`src/hdl/mdfm_pkg.sv`:
```
`default_nettype none

package mdfm_pkg;

  // Field and datapath widths
  localparam int ACT_W   = 2;
  localparam int CNT_W   = 16;
  localparam int DUTY_W  = 15;
  localparam int MINF_W  = 10;
  localparam int STAT_W  = 2;
  localparam int ADDR_W  = 4;
  localparam int DATA_W  = 32;

  // Window and timer constants
  localparam int WINDOW_LENGTH  = 30;
  localparam int TIMER_CLOCK_HZ = 1000000;
  localparam int DUTY_FULL      = 25600;

  localparam int PTR_W   = $clog2(WINDOW_LENGTH);
  localparam int SUM_W   = $clog2(WINDOW_LENGTH * DUTY_FULL + 1);
  // Divider: 16-bit divisor, 15-bit quotient, one quotient bit per step
  localparam int DVD_W     = CNT_W + DUTY_W;
  localparam int DIV_STEPS = DUTY_W;
  localparam int DCNT_W    = $clog2(DIV_STEPS + 1);
  // Window average: sum times the rounded-up reciprocal of the window length,
  // exact over the whole sum range
  localparam int AVG_SHIFT  = 24;
  localparam int AVG_RECIP  = ((1 << AVG_SHIFT) + WINDOW_LENGTH - 1) / WINDOW_LENGTH;
  localparam int RECIP_W    = $clog2(AVG_RECIP + 1);
  localparam int AVG_PROD_W = SUM_W + RECIP_W;
  // Frequency test: min_freq * period * 2 against the timer clock
  localparam int FREQ_W  = MINF_W + CNT_W + 1;

  // Configuration register reset values
  localparam logic [DUTY_W-1:0] GOOD_RESET = DUTY_W'(10240);
  localparam logic [DUTY_W-1:0] FAIL_RESET = DUTY_W'(5120);
  localparam logic [MINF_W-1:0] MINF_RESET = MINF_W'(58);

  typedef enum logic [ACT_W-1:0] {
    ACT_PERIOD = 2'd0,
    ACT_HIGH   = 2'd1,
    ACT_TICK   = 2'd2
  } action_e;

  typedef enum logic [STAT_W-1:0] {
    ST_GOOD    = 2'd0,
    ST_FAIL    = 2'd1,
    ST_INVALID = 2'd2
  } status_e;

  typedef enum logic [1:0] {
    REG_GOOD = 2'd0,
    REG_FAIL = 2'd1,
    REG_MINF = 2'd2
  } reg_idx_e;

  // Microcode operations
  typedef enum logic [3:0] {
    OP_IDLE,
    OP_UPDATE,
    OP_MUL,
    OP_DLOAD_DUTY,
    OP_DSTEP,
    OP_SAMPLE,
    OP_PUSH,
    OP_AVG_MUL,
    OP_AVG_SET,
    OP_AVG_CLR,
    OP_FREQ,
    OP_EMIT,
    OP_NOP
  } op_e;

  // Jump conditions: jump to target when true, else fall through
  typedef enum logic [2:0] {
    C_NEXT,
    C_ALWAYS,
    C_NO_REQ,
    C_NOT_CAPTURE,
    C_DIV_BUSY,
    C_OUT_FREE
  } cond_e;

  localparam int PC_W = 4;

  typedef logic [PC_W-1:0] pc_t;

  localparam pc_t PC_IDLE       = 4'd0;
  localparam pc_t PC_UPDATE     = 4'd1;
  localparam pc_t PC_MUL        = 4'd2;
  localparam pc_t PC_DLOAD_DUTY = 4'd3;
  localparam pc_t PC_DSTEP_DUTY = 4'd4;
  localparam pc_t PC_SAMPLE     = 4'd5;
  localparam pc_t PC_PUSH       = 4'd6;
  localparam pc_t PC_AVG_MUL    = 4'd7;
  localparam pc_t PC_AVG_SET    = 4'd8;
  localparam pc_t PC_TICK       = 4'd9;
  localparam pc_t PC_FREQ       = 4'd10;
  localparam pc_t PC_EMIT       = 4'd11;
  localparam pc_t PC_EMIT_WAIT  = 4'd12;

  typedef struct packed {
    op_e   op;
    cond_e cond;
    pc_t   target;
  } ucode_t;

  // Control store
  function automatic ucode_t ucode_fetch(input pc_t pc);
    ucode_t uc;
    unique case (pc)
      PC_IDLE:       uc = '{OP_IDLE,       C_NO_REQ,      PC_IDLE};
      PC_UPDATE:     uc = '{OP_UPDATE,     C_NOT_CAPTURE, PC_TICK};
      PC_MUL:        uc = '{OP_MUL,        C_NEXT,        PC_IDLE};
      PC_DLOAD_DUTY: uc = '{OP_DLOAD_DUTY, C_NEXT,        PC_IDLE};
      PC_DSTEP_DUTY: uc = '{OP_DSTEP,      C_DIV_BUSY,    PC_DSTEP_DUTY};
      PC_SAMPLE:     uc = '{OP_SAMPLE,     C_NEXT,        PC_IDLE};
      PC_PUSH:       uc = '{OP_PUSH,       C_NEXT,        PC_IDLE};
      PC_AVG_MUL:    uc = '{OP_AVG_MUL,    C_NEXT,        PC_IDLE};
      PC_AVG_SET:    uc = '{OP_AVG_SET,    C_ALWAYS,      PC_FREQ};
      PC_TICK:       uc = '{OP_AVG_CLR,    C_NEXT,        PC_IDLE};
      PC_FREQ:       uc = '{OP_FREQ,       C_NEXT,        PC_IDLE};
      PC_EMIT:       uc = '{OP_EMIT,       C_OUT_FREE,    PC_IDLE};
      PC_EMIT_WAIT:  uc = '{OP_NOP,        C_ALWAYS,      PC_EMIT};
      default:       uc = '{OP_NOP,        C_ALWAYS,      PC_IDLE};
    endcase
    return uc;
  endfunction

endpackage

`default_nettype wire

```
`src/hdl/mdfm_in_if.sv`:
```
`default_nettype none

interface mdfm_in_if;
  import mdfm_pkg::*;

  logic             valid;
  logic             ready;
  logic [ACT_W-1:0] action;
  logic [CNT_W-1:0] capture_count;

  modport source (output valid, action, capture_count, input ready);
  modport sink   (input valid, action, capture_count, output ready);
endinterface

`default_nettype wire

```
`src/hdl/mdfm_out_if.sv`:
```
`default_nettype none

interface mdfm_out_if;
  import mdfm_pkg::*;

  logic              valid;
  logic              ready;
  logic [STAT_W-1:0] mains_status;
  logic [DUTY_W-1:0] average_duty;
  logic              frequency_low;

  modport source (output valid, mains_status, average_duty, frequency_low, input ready);
  modport sink   (input valid, mains_status, average_duty, frequency_low, output ready);
endinterface

`default_nettype wire

```
`src/hdl/mains_duty_frequency_monitor_core.sv`:
```
// Mains duty and frequency monitor.
// in_i carries timer capture requests (action, capture_count): a period
// capture, a high-time capture or a timer overflow tick. Every request
// produces exactly one result on out_o: mains status, the sliding-window
// average duty (percent, Q7.8) and the low-frequency flag.
// A capture request is accepted in the idle step; its result enters the
// output register when in_i.ready also returns, so a new capture is taken
// only once the last one is through: a 15-step restoring divider for the
// duty sample, the window update, a reciprocal multiply for the average
// over 30 samples and the frequency compare, under a microcoded sequencer.
// An overflow tick or an undefined action skips the divider and the window update.
// in_i.ready is high only in the idle step.
// The result sits in an output register; a new request is accepted while
// it waits. If the receiver stalls, the sequencer holds at its emit step
// until the register frees up.
// Thresholds and minimum frequency are set through the APB port; write
// them only while the block is idle. Reset clears the window, the stored
// counts and the average, and loads the default thresholds.
`default_nettype none

module mains_duty_frequency_monitor_core (
  input  wire logic                     clk_i,
  input  wire logic                     rst_ni,
  mdfm_in_if.sink                       in_i,
  mdfm_out_if.source                    out_o,
  input  wire logic                     psel,
  input  wire logic                     penable,
  input  wire logic                     pwrite,
  input  wire logic [mdfm_pkg::ADDR_W-1:0] paddr,
  input  wire logic [mdfm_pkg::DATA_W-1:0] pwdata,
  output logic      [mdfm_pkg::DATA_W-1:0] prdata,
  output logic                          pready
);
  import mdfm_pkg::*;

  // Sequencer
  pc_t    pc_q, pc_d;
  ucode_t uc;
  logic   cond_true;

  // Configuration
  logic [DUTY_W-1:0] good_q;
  logic [DUTY_W-1:0] fail_q;
  logic [MINF_W-1:0] minf_q;

  // Architectural state
  logic [ACT_W-1:0]  action_q;
  logic [CNT_W-1:0]  count_q;
  logic [CNT_W-1:0]  period_q;
  logic [CNT_W-1:0]  high_q;
  logic [SUM_W-1:0]  sum_q;
  logic [PTR_W-1:0]  ptr_q;
  logic [DUTY_W-1:0] avg_q;
  logic              low_q;
  logic [WINDOW_LENGTH-1:0] vld_q;

  // Datapath working registers
  logic [DVD_W-1:0]  prod_q;
  logic [CNT_W-1:0]  rem_q;
  logic [DUTY_W-1:0] dvd_q;
  logic [CNT_W-1:0]  dsr_q;
  logic [DCNT_W-1:0] cnt_q;
  logic [DUTY_W-1:0] sample_q;
  logic [DUTY_W-1:0] rd_q;
  logic              rd_vld_q;
  logic [AVG_PROD_W-1:0] avg_prod_q;

  // Window memory
  logic [DUTY_W-1:0] win_mem [WINDOW_LENGTH];

  // Output register
  logic              out_vld_q;
  logic [STAT_W-1:0] out_stat_q;
  logic [DUTY_W-1:0] out_avg_q;
  logic              out_low_q;

  logic              in_fire;
  logic              out_free;
  logic              emit_fire;
  logic [CNT_W:0]    trial;
  logic [CNT_W:0]    diff;
  logic              q_bit;
  logic [DUTY_W-1:0] old_sample;
  logic [FREQ_W-1:0] freq_prod;
  logic              freq_low;
  status_e           status;
  logic              cfg_wr;

  // Fetch and branch
  assign uc        = ucode_fetch(pc_q);
  assign in_fire   = in_i.valid && in_i.ready;
  assign out_free  = !out_vld_q || out_o.ready;
  assign emit_fire = (uc.op == OP_EMIT) && out_free;

  always_comb begin
    unique case (uc.cond)
      C_NEXT:        cond_true = 1'b0;
      C_ALWAYS:      cond_true = 1'b1;
      C_NO_REQ:      cond_true = !in_i.valid;
      C_NOT_CAPTURE: cond_true = (action_q != ACT_PERIOD) && (action_q != ACT_HIGH);
      C_DIV_BUSY:    cond_true = (cnt_q != DCNT_W'(1));
      C_OUT_FREE:    cond_true = out_free;
      default:       cond_true = 1'b0;
    endcase
    pc_d = cond_true ? uc.target : pc_q + PC_W'(1);
  end

  always_ff @(posedge clk_i or negedge rst_ni) begin
    if (!rst_ni) begin
      pc_q <= PC_IDLE;
    end else begin
      pc_q <= pc_d;
    end
  end

  assign in_i.ready = (uc.op == OP_IDLE);

  // Restoring divider step: one quotient bit per cycle
  assign trial   = {rem_q, dvd_q[DUTY_W-1]};
  assign diff    = trial - {1'b0, dsr_q};
  assign q_bit   = (trial >= {1'b0, dsr_q});

  // Sample leaving the window; unwritten entries read as zero
  assign old_sample = rd_vld_q ? rd_q : '0;

  // Frequency test: min_freq * 2 * period > timer clock; a zero period is low unless min_freq is zero
  assign freq_prod = FREQ_W'(minf_q) * FREQ_W'(period_q);
  always_comb begin
    if (period_q == '0) begin
      freq_low = (minf_q != '0);
    end else begin
      freq_low = ((freq_prod << 1) > FREQ_W'(TIMER_CLOCK_HZ));
    end
  end

  // Status: low frequency wins, then thresholds
  always_comb begin
    priority if (low_q) begin
      status = ST_FAIL;
    end else if (avg_q > good_q) begin
      status = ST_GOOD;
    end else if (avg_q < fail_q) begin
      status = ST_FAIL;
    end else begin
      status = ST_INVALID;
    end
  end

  // State updates driven by the control word
  always_ff @(posedge clk_i or negedge rst_ni) begin
    if (!rst_ni) begin
      action_q <= '0;
      count_q  <= '0;
      period_q <= '0;
      high_q   <= '0;
      sum_q    <= '0;
      ptr_q    <= '0;
      avg_q    <= '0;
      low_q    <= 1'b0;
      vld_q    <= '0;
      cnt_q    <= '0;
    end else begin
      unique case (uc.op)
        OP_IDLE: begin
          if (in_fire) begin
            action_q <= in_i.action;
            count_q  <= in_i.capture_count;
          end
        end
        OP_UPDATE: begin
          if (action_q == ACT_PERIOD) begin
            period_q <= count_q;
          end else if (action_q == ACT_HIGH) begin
            high_q <= count_q;
          end
        end
        OP_DLOAD_DUTY: begin
          cnt_q <= DCNT_W'(DIV_STEPS);
        end
        OP_DSTEP: begin
          cnt_q <= cnt_q - DCNT_W'(1);
        end
        OP_PUSH: begin
          sum_q        <= sum_q - SUM_W'(old_sample) + SUM_W'(sample_q);
          vld_q[ptr_q] <= 1'b1;
          ptr_q        <= (ptr_q == PTR_W'(WINDOW_LENGTH - 1)) ? '0 : ptr_q + PTR_W'(1);
        end
        OP_AVG_SET: begin
          avg_q <= avg_prod_q[AVG_SHIFT +: DUTY_W];
        end
        OP_AVG_CLR: begin
          if (action_q == ACT_TICK) begin
            avg_q <= '0;
          end
        end
        OP_FREQ: begin
          low_q <= freq_low;
        end
        OP_MUL, OP_AVG_MUL, OP_SAMPLE, OP_EMIT, OP_NOP: begin
        end
        default: begin
        end
      endcase
    end
  end

  // Datapath working registers
  always_ff @(posedge clk_i) begin
    unique case (uc.op)
      OP_MUL: begin
        prod_q <= DVD_W'(high_q) * DVD_W'(DUTY_FULL);
      end
      OP_DLOAD_DUTY: begin
        rem_q <= prod_q[DVD_W-1:DUTY_W];
        dvd_q <= prod_q[DUTY_W-1:0];
        dsr_q <= period_q;
      end
      OP_DSTEP: begin
        rem_q <= q_bit ? diff[CNT_W-1:0] : trial[CNT_W-1:0];
        dvd_q <= {dvd_q[DUTY_W-2:0], q_bit};
      end
      OP_SAMPLE: begin
        // zero period gives zero duty; high above period saturates
        if (period_q == '0) begin
          sample_q <= '0;
        end else if (high_q > period_q) begin
          sample_q <= DUTY_W'(DUTY_FULL);
        end else begin
          sample_q <= dvd_q;
        end
        rd_vld_q <= vld_q[ptr_q];
      end
      OP_AVG_MUL: begin
        // window sum divided by the window length
        avg_prod_q <= AVG_PROD_W'(sum_q) * AVG_PROD_W'(AVG_RECIP);
      end
      default: begin
      end
    endcase
  end

  // Window memory: read the outgoing entry, then overwrite it
  always_ff @(posedge clk_i) begin
    if (uc.op == OP_SAMPLE) begin
      rd_q <= win_mem[ptr_q];
    end
    if (uc.op == OP_PUSH) begin
      win_mem[ptr_q] <= sample_q;
    end
  end

  // Output register
  always_ff @(posedge clk_i or negedge rst_ni) begin
    if (!rst_ni) begin
      out_vld_q <= 1'b0;
    end else if (emit_fire) begin
      out_vld_q <= 1'b1;
    end else if (out_o.ready) begin
      out_vld_q <= 1'b0;
    end
  end

  always_ff @(posedge clk_i) begin
    if (emit_fire) begin
      out_stat_q <= status;
      out_avg_q  <= avg_q;
      out_low_q  <= low_q;
    end
  end

  assign out_o.valid         = out_vld_q;
  assign out_o.mains_status  = out_stat_q;
  assign out_o.average_duty  = out_avg_q;
  assign out_o.frequency_low = out_low_q;

  // APB configuration port
  assign pready = 1'b1;
  assign cfg_wr = psel && penable && pwrite && pready;

  always_ff @(posedge clk_i or negedge rst_ni) begin
    if (!rst_ni) begin
      good_q <= GOOD_RESET;
      fail_q <= FAIL_RESET;
      minf_q <= MINF_RESET;
    end else if (cfg_wr) begin
      unique case (paddr[3:2])
        REG_GOOD: good_q <= pwdata[DUTY_W-1:0];
        REG_FAIL: fail_q <= pwdata[DUTY_W-1:0];
        REG_MINF: minf_q <= pwdata[MINF_W-1:0];
        default: begin
        end
      endcase
    end
  end

  always_comb begin
    unique case (paddr[3:2])
      REG_GOOD: prdata = DATA_W'(good_q);
      REG_FAIL: prdata = DATA_W'(fail_q);
      REG_MINF: prdata = DATA_W'(minf_q);
      default:  prdata = '0;
    endcase
  end

  // Checks
  a_one_request_at_a_time: assert property (
    @(posedge clk_i) disable iff (!rst_ni)
    (in_i.valid && in_i.ready) |=> !in_i.ready
  ) else $error("request accepted while one is in progress");

  a_avg_in_range: assert property (
    @(posedge clk_i) disable iff (!rst_ni)
    out_o.valid |-> (out_o.average_duty <= DUTY_W'(DUTY_FULL))
  ) else $error("average duty above full scale");

  a_ptr_in_window: assert property (
    @(posedge clk_i) disable iff (!rst_ni)
    ptr_q < PTR_W'(WINDOW_LENGTH)
  ) else $error("window pointer out of range");

  a_low_means_fail: assert property (
    @(posedge clk_i) disable iff (!rst_ni)
    (out_o.valid && out_o.frequency_low) |-> (out_o.mains_status == ST_FAIL)
  ) else $error("low frequency not reported as failure");

endmodule

`default_nettype wire
```
`src/flat_wrapper.sv`:
```
// flat-port wrapper written by rule: the top's interface ports become plain ports
module mains_duty_frequency_monitor_core_flat import mdfm_pkg::*;
  (clk_i, rst_ni, psel, penable, pwrite, paddr, pwdata, prdata, pready, in_i_valid, in_i_action, in_i_capture_count, in_i_ready, out_o_valid, out_o_mains_status, out_o_average_duty, out_o_frequency_low, out_o_ready);
  mdfm_in_if in_i_i ();
  mdfm_out_if out_o_i ();
  input  wire logic clk_i;
  input  wire logic rst_ni;
  input  wire logic psel;
  input  wire logic penable;
  input  wire logic pwrite;
  input  wire logic [mdfm_pkg::ADDR_W-1:0] paddr;
  input  wire logic [mdfm_pkg::DATA_W-1:0] pwdata;
  output logic      [mdfm_pkg::DATA_W-1:0] prdata;
  output logic pready;
  input wire logic [$bits(in_i_i.valid)-1:0] in_i_valid;
  input wire logic [$bits(in_i_i.action)-1:0] in_i_action;
  input wire logic [$bits(in_i_i.capture_count)-1:0] in_i_capture_count;
  output wire logic [$bits(in_i_i.ready)-1:0] in_i_ready;
  output wire logic [$bits(out_o_i.valid)-1:0] out_o_valid;
  output wire logic [$bits(out_o_i.mains_status)-1:0] out_o_mains_status;
  output wire logic [$bits(out_o_i.average_duty)-1:0] out_o_average_duty;
  output wire logic [$bits(out_o_i.frequency_low)-1:0] out_o_frequency_low;
  input wire logic [$bits(out_o_i.ready)-1:0] out_o_ready;
  assign in_i_i.valid = in_i_valid;
  assign in_i_i.action = in_i_action;
  assign in_i_i.capture_count = in_i_capture_count;
  assign in_i_ready = in_i_i.ready;
  assign out_o_valid = out_o_i.valid;
  assign out_o_mains_status = out_o_i.mains_status;
  assign out_o_average_duty = out_o_i.average_duty;
  assign out_o_frequency_low = out_o_i.frequency_low;
  assign out_o_i.ready = out_o_ready;
  mains_duty_frequency_monitor_core u_core (.clk_i(clk_i), .rst_ni(rst_ni), .in_i(in_i_i), .out_o(out_o_i), .psel(psel), .penable(penable), .pwrite(pwrite), .paddr(paddr), .pwdata(pwdata), .prdata(prdata), .pready(pready));
endmodule
```
`config.mk`:
```
export PLATFORM = sky130hd
export DESIGN_NAME = mains_duty_frequency_monitor_core_flat
export DESIGN_NICKNAME = d
export VERILOG_FILES = /design/src/hdl/mdfm_pkg.sv /design/src/hdl/mdfm_in_if.sv /design/src/hdl/mdfm_out_if.sv /design/src/hdl/mains_duty_frequency_monitor_core.sv /design/src/flat_wrapper.sv
export SDC_FILE = /design/constraint.sdc
export NUM_CORES = 2
export LEC_CHECK = 0
export BUFFER_PORTS_ARGS = -buffer_cell sky130_fd_sc_hd__buf_2
export CORE_ASPECT_RATIO = 0.8
export CORE_UTILIZATION = 45
export DETAILED_ROUTE_END_ITERATION = 16
export GPL_TIMING_DRIVEN = 0
export PLACE_DENSITY = 0.58
export SYNTH_ARGS = -nofsm -noshare
export SYNTH_HDL_FRONTEND = slang
export SYNTH_SLANG_ARGS = --single-unit
```
`constraint.sdc`:
```
create_clock -name clk_i -period 10.06 [get_ports clk_i]
set_input_delay 1.006 -clock clk_i [delete_from_list [all_inputs] [get_ports clk_i]]
set_output_delay 1.006 -clock clk_i [all_outputs]
set_load 0.01 [all_outputs]
```
### After elaboration in Yosys (flattened, before gate mapping)

Memories as Yosys holds them, arrays and structs flattened. A register that Yosys moved wholly into a read port is not among the register bits.
Index checks and enable logic that the tools add are counted.

* bits in registers: 311
* memory bits (writable): 450
* bits in read-only memories: 176
* input port bits: 61
* output and inout bits: 53
* word-level logic and storage cells: 121
* memories kept: 2

* add/subtract/negate cells: 6
* $mul: 3
* magnitude comparators: 7
* equal/unequal tests: 24
* multiplexer cells: 23
* bitwise logic cells: 2
* reductions and logical operators: 27

Memories
* u_core.win_mem: words 30, bits a word 15, read ports 1, clocked after memory_dff 1, wr ports 1, RTL line mains_duty_frequency_monitor_core.sv:69 `logic [DUTY_W-1:0] win_mem [WINDOW_LENGTH];`
* (name not given): words 16, bits a word 11, read ports 1, clocked after memory_dff 0, wr ports 0, RTL line mdfm_pkg.sv:111 `unique case (pc)`

Operators by type and width (number)
* 15-bit one-hot mux with 2 select lines: 2
* 15-bit 2-to-1 mux: 3
* 15-bit one-hot mux with 3 select lines: 1
* 20-bit by 20-bit multiplier with 39-bit output (second input constant): 1
* 16-bit one-hot mux with 2 select lines: 1
* 30-bit OR: 1
* 27-bit by 20-bit > comparator with 1-bit output (second input constant): 1
* 10-bit by 16-bit multiplier with 26-bit output: 1
* 16-bit by 5-bit multiplier with 21-bit output (second input constant): 1
* 20-bit by 15-bit adder with 20-bit output: 1
* 20-bit by 15-bit subtractor with 20-bit output: 1
* 17-bit by 16-bit >= comparator with 1-bit output: 1
* 4-bit by 3-bit equality test with 1-bit output (second input constant): 4
* 4-bit equality test (second input constant): 4
* 16-bit > comparator: 1
* 16-bit zero test: 1
* 16-bit 2-to-1 mux: 1
* 16-bit subtractor: 1
* 15-bit > comparator: 1
* 15-bit less-than comparator: 1
* 2-bit AND reduction: 6
* 10-bit nonzero test: 1
* 4-bit by 2-bit equality test with 1-bit output (second input constant): 2
* 1-bit 2-to-1 mux: 8
* 30 further kinds: 46

### Logic depth before layout (Yosys ltp)

* depth after elaboration: 5
* mapped depth: 23
* depth with buffers taken out: 21

### Least setup slack after synthesis

OpenSTA, ideal clock, no wires.

* kind: register to register
* from: register u_core.minf_q[3]
* to: register u_core.low_q
* library setup time: 0.133 ns
* data arrival time: 5.737 ns
* required time: 9.927 ns
* path slack: 4.190 ns
* cell stages (with the launch flop): 24
* buffers on the path: 2
* clock period less this slack: 5.870 ns
* path through: dfstp_2 > clkbuf_1 > clkbuf_1 > nand2_1 > fa_1 > inv_1 > fa_1 > inv_1 > fa_1 > inv_1 > fa_1 > inv_1 > fa_1 > inv_1 > ha_1 > a21oi_1 > o21ai_1 > or3_1 > a311oi_2 > nor2_1 > a21oi_2 > mux2i_1 > a2111oi_2 > a31oi_1

* word-level cells in the longest chain between the ends: 3
* elaborated cells between the ends (all ways): 4
* classes of those cells: mul: 1; order compare: 1; mux: 1; reduce/logical: 1

Ends and longest elaborated chain
* from (decl): RTL line mains_duty_frequency_monitor_core.sv:44 `logic [MINF_W-1:0] minf_q;`
* from (signal assigned): RTL line mains_duty_frequency_monitor_core.sv:289 `REG_MINF: minf_q <= pwdata[MINF_W-1:0];`
* 10-bit by 16-bit multiplier with 26-bit output: RTL line mains_duty_frequency_monitor_core.sv:127 `assign freq_prod = FREQ_W'(minf_q) * FREQ_W'(period_q);`
* 27-bit by 20-bit > comparator with 1-bit output: RTL line mains_duty_frequency_monitor_core.sv:132 `freq_low = ((freq_prod << 1) > FREQ_W'(TIMER_CLOCK_HZ));`
* 1-bit 2-to-1 mux (*): RTL line mains_duty_frequency_monitor_core.sv:129 `if (period_q == '0) begin`
* to (signal assigned): RTL line mains_duty_frequency_monitor_core.sv:197 `low_q <= freq_low;`
* to (decl): RTL line mains_duty_frequency_monitor_core.sv:54 `logic low_q;`

Mark *: on every way between the ends. The rest lies on a longest branch, timed or not.
A chain may end at the register's enable or synchronous reset.

### Worst setup path in the final report

Ends and elaborated chain as after synthesis.

==> results.yml <==
outcome:
  outcome: "complete, but fails checks"
  violations: "capacitance limit"
logic_synthesis:
  yosys_warnings: 0
  synth_most_common_cell: "edfxtp_1"
  syn_area_per_cell_sq_um: 13.08
  synthArstFlopShare_pct: 22.61
  yosysTopAreaCell: "edfxtp_1"
  synth_area_sq_um: 42220
  synth_edf_count: 582
  ys.flop_type: "edfxtp_1"
  synthTopCellsByArea: "edfxtp_1, ha_1, dfrtp_1"
  ys_ff_latch: 752
  ys_top_cells_by_count: "edfxtp_1, inv_1, ha_1, nand2_1, fa_1"
  post_synth_num_cell_types: 87
  yosysSeqAreaShare_pct: 51.49
  netlist_instances: 3229
  yosys.area.top_type_share_pct: 41.39
grt:
  grt_use_total_pct: 23.13
  grt_pass1_wl_um: 163800
  grt_antenna_before_repair: 2
  grt_pass1_vias: 26560
  grt_start_max_net_pins: 82
  grt.overflow.total: 0
clock_network:
  max-clock-path-buffers: 3
  cts_hold_buffers: 0
  post_cts_buffers: 0
  clk_pin_slew_ns: 0.07
  cts_resized: 0
  clock_latency_ns: 0.66
  clock_sinks: 752
  cts_root_buf: "clkbuf_16"
  cts_tree: "yes"
  htree_levels: 3
  cts_buffers: 77
route:
  finalWirelength_um: 108300
  drt_iter0_markers: 2346
  final_antenna_net_count: 0
  viasPerCell: 5.600
  vias: 26430
  wl_per_cell_um: 22.95
  drc: 0
  first_pass_iters: 6
timing:
  relSlewSlack_pct: 1.526
  clock.fmax_ghz: 0.1444
  setup_tns_ns: 0
  finalCriticalPeriod_ns: 6.923
  rsz0062_at_grt: "no"
  setup_viol: 0
  period_share_pct: 68.82
  worst_pin_slew_ns: 1.466
  fin_skew_ns: 0.03637
  finalMaxSlewViolations: 0
  hold_viol_final: 0
setup_path:
  end_kind: "flop"
  slowest_delay_ns: 0.57
  worstPathCellList: "clkbuf_1 > clkbuf_1 > nand2_1 > fa_1 > inv_1 > fa_1 > inv_1 > fa_1 > inv_1 > fa_1 > inv_1 > fa_1 > inv_1 > ha_1 > a21oi_1 > o21ai_1 > or3_1 > a311oi_2 > nor2_1 > a21oi_2 > mux2i_1 > a2111oi_2 > a31oi_1"
  timing.rr.start: "u_core.minf_q[3]"
  crit_required_ns: 10.57
  path_max_fanout: 10
  crit_type: "flop to flop"
  cpMaxStageDelayCell: "fa_1"
  arrival_ns: 7.43
  cp-startpoint: "u_core.minf_q[3]"
  start_kind: "flop"
floorplanning:
  ioPinCount: 114
  die-area_sq_um: 95060
  start_util_pct: 45.42
  fp.dieH_um: 276.0
  std_cell_rows: 100
  core_area_sq_um: 92960
  die_w_um: 344.5
run:
  drv_cap: 1
place:
  place_congestion: 0.9036
  place_hpwl_um: 80170
  io_buffers: 74
final_layout:
  area_growth_pct: 12.19
  antenna_cells: 0
  drive_above_1_share_pct: 15.65
  final_util_pct: 50.95
  nNetsFinal: 4000
hold_path:
  hold_class: "input pin to asynchronous set/reset pin"
-- logic make-up (layout without fill, tap and decap cells) --
kind of cell | Yosys count | in the layout | share of synthesized area, %
buffers and inverters | 562 | 813 | 5.222
AO/OA/AOI/OAI | 442 | 442 | 7.136
other | 2 | 18 | 0.01779
adder cells (fa/ha/maj) | 508 | 508 | 18.09
flip-flops | 752 | 752 | 51.49
AND/OR/NAND/NOR | 673 | 673 | 7.856
multiplexers | 222 | 222 | 8.772
XOR/XNOR | 68 | 68 | 1.411
-- worst paths after layout --
path | end | slack, ns | depth (start not counted)
max reg2reg | u_core.low_q | 3.14 | 23
max | u_core.low_q | 3.14 | 23
min reg2reg | u_core.vld_q[19] | 0.47 | 1
min in group clk_i | u_core.vld_q[19] | 0.47 | 1
min | u_core.fail_q[3] | 0.22 | 1
max in group asynchronous | u_core.sum_q[12] | 8.74 | 3
-- routing by layer --
metal  vias to the layer above  part of all wire, %  GRT usage (%)
li1                      11900                    -              -
met1                     13540                   46          34.81
met2                       847                   44          34.37
met3                       143                  7.8          4.606
met4                         0                  2.1          5.531
met5                         -                    0              0
-- final cells by class --
| type | instances | area [sq um] |
|---|---|---|
| Multi-Input combinational cell | 1931 | 18430 |
| Clock inverter | 40 | 437.9 |
| Inverter | 426 | 1599 |
| Timing Repair Buffer | 107 | 908.4 |
| Tap cell | 1224 | 1531 |
| Sequential cell | 752 | 21740 |
| Clock buffer | 104 | 2118 |
| Buffer | 136 | 606.8 |
| Fill cell | 7848 | 45600 |
-- worst max-delay path, delay by kind of cell (launching register included) --
family          cells  cell delay [ns]
fa+ha+maj           6             3.02
buf+inv             7             1.27
flops               1             0.51
simple gates        3             0.60
compound gates      6             1.27
mux                 1             0.11
-- flip-flops by register name, summed over array words and instances, names as in the netlist, 16 cells and up --
| register | count |
|---|---|
| u_core.win_mem | 450 |
| u_core.vld_q | 30 |
| u_core.prod_q | 21 |
| u_core.sum_q | 20 |
| u_core.count_q | 16 |
| u_core.dsr_q | 16 |
| u_core.high_q | 16 |
| u_core.period_q | 16 |
| u_core.rem_q | 16 |
-- cell usage in the layout, fill, tap and decap left out, types with 16 or more instances in the layout --
cell type / netlist / final
nand2_1: 230 / 229
xnor2_1: 46 / 46
buf_8: 0 / 23
buf_4: 18 / 20
mux4_2: 112 / 112
o21a_1: 17 / 17
nor3_1: 37 / 34
dfrtp_1: 162 / 162
mux2_2: 63 / 63
nand3_1: 27 / 27
clkbuf_1: 98 / 115
o21ai_0: 103 / 103
mux2i_1: 46 / 46
conb_1: 2 / 18
a22o_1: 16 / 16
buf_2: 14 / 87
nand4_1: 33 / 33
fa_1: 171 / 171
nor2b_1: 16 / 16
nor2_1: 113 / 84
inv_1: 426 / 426
xor2_1: 22 / 22
a22oi_1: 33 / 33
a21o_1: 42 / 42
clkbuf_16: 0 / 77
edfxtp_1: 582 / 582
and2_1: 113 / 113
ha_1: 337 / 337
a21oi_1: 93 / 93
nor2_2: 0 / 29
or2_2: 36 / 36
-- through the flow --
step,hold WS (ns),setup slack (ns),instances,area (sq um)
floorplan,0.4337,4.190,3245,42280
global placement,0.4458,3.227,4543,44180
detailed placement,0.4512,3.147,4574,44750
CTS,0.1897,3.136,4718,47310
global route,0.2075,2.784,4720,47370
finish,0.2151,3.137,4720,47370
Power is not shown: default switching activity piles up to over one toggle a cycle in this logic, so the estimate is an artifact.
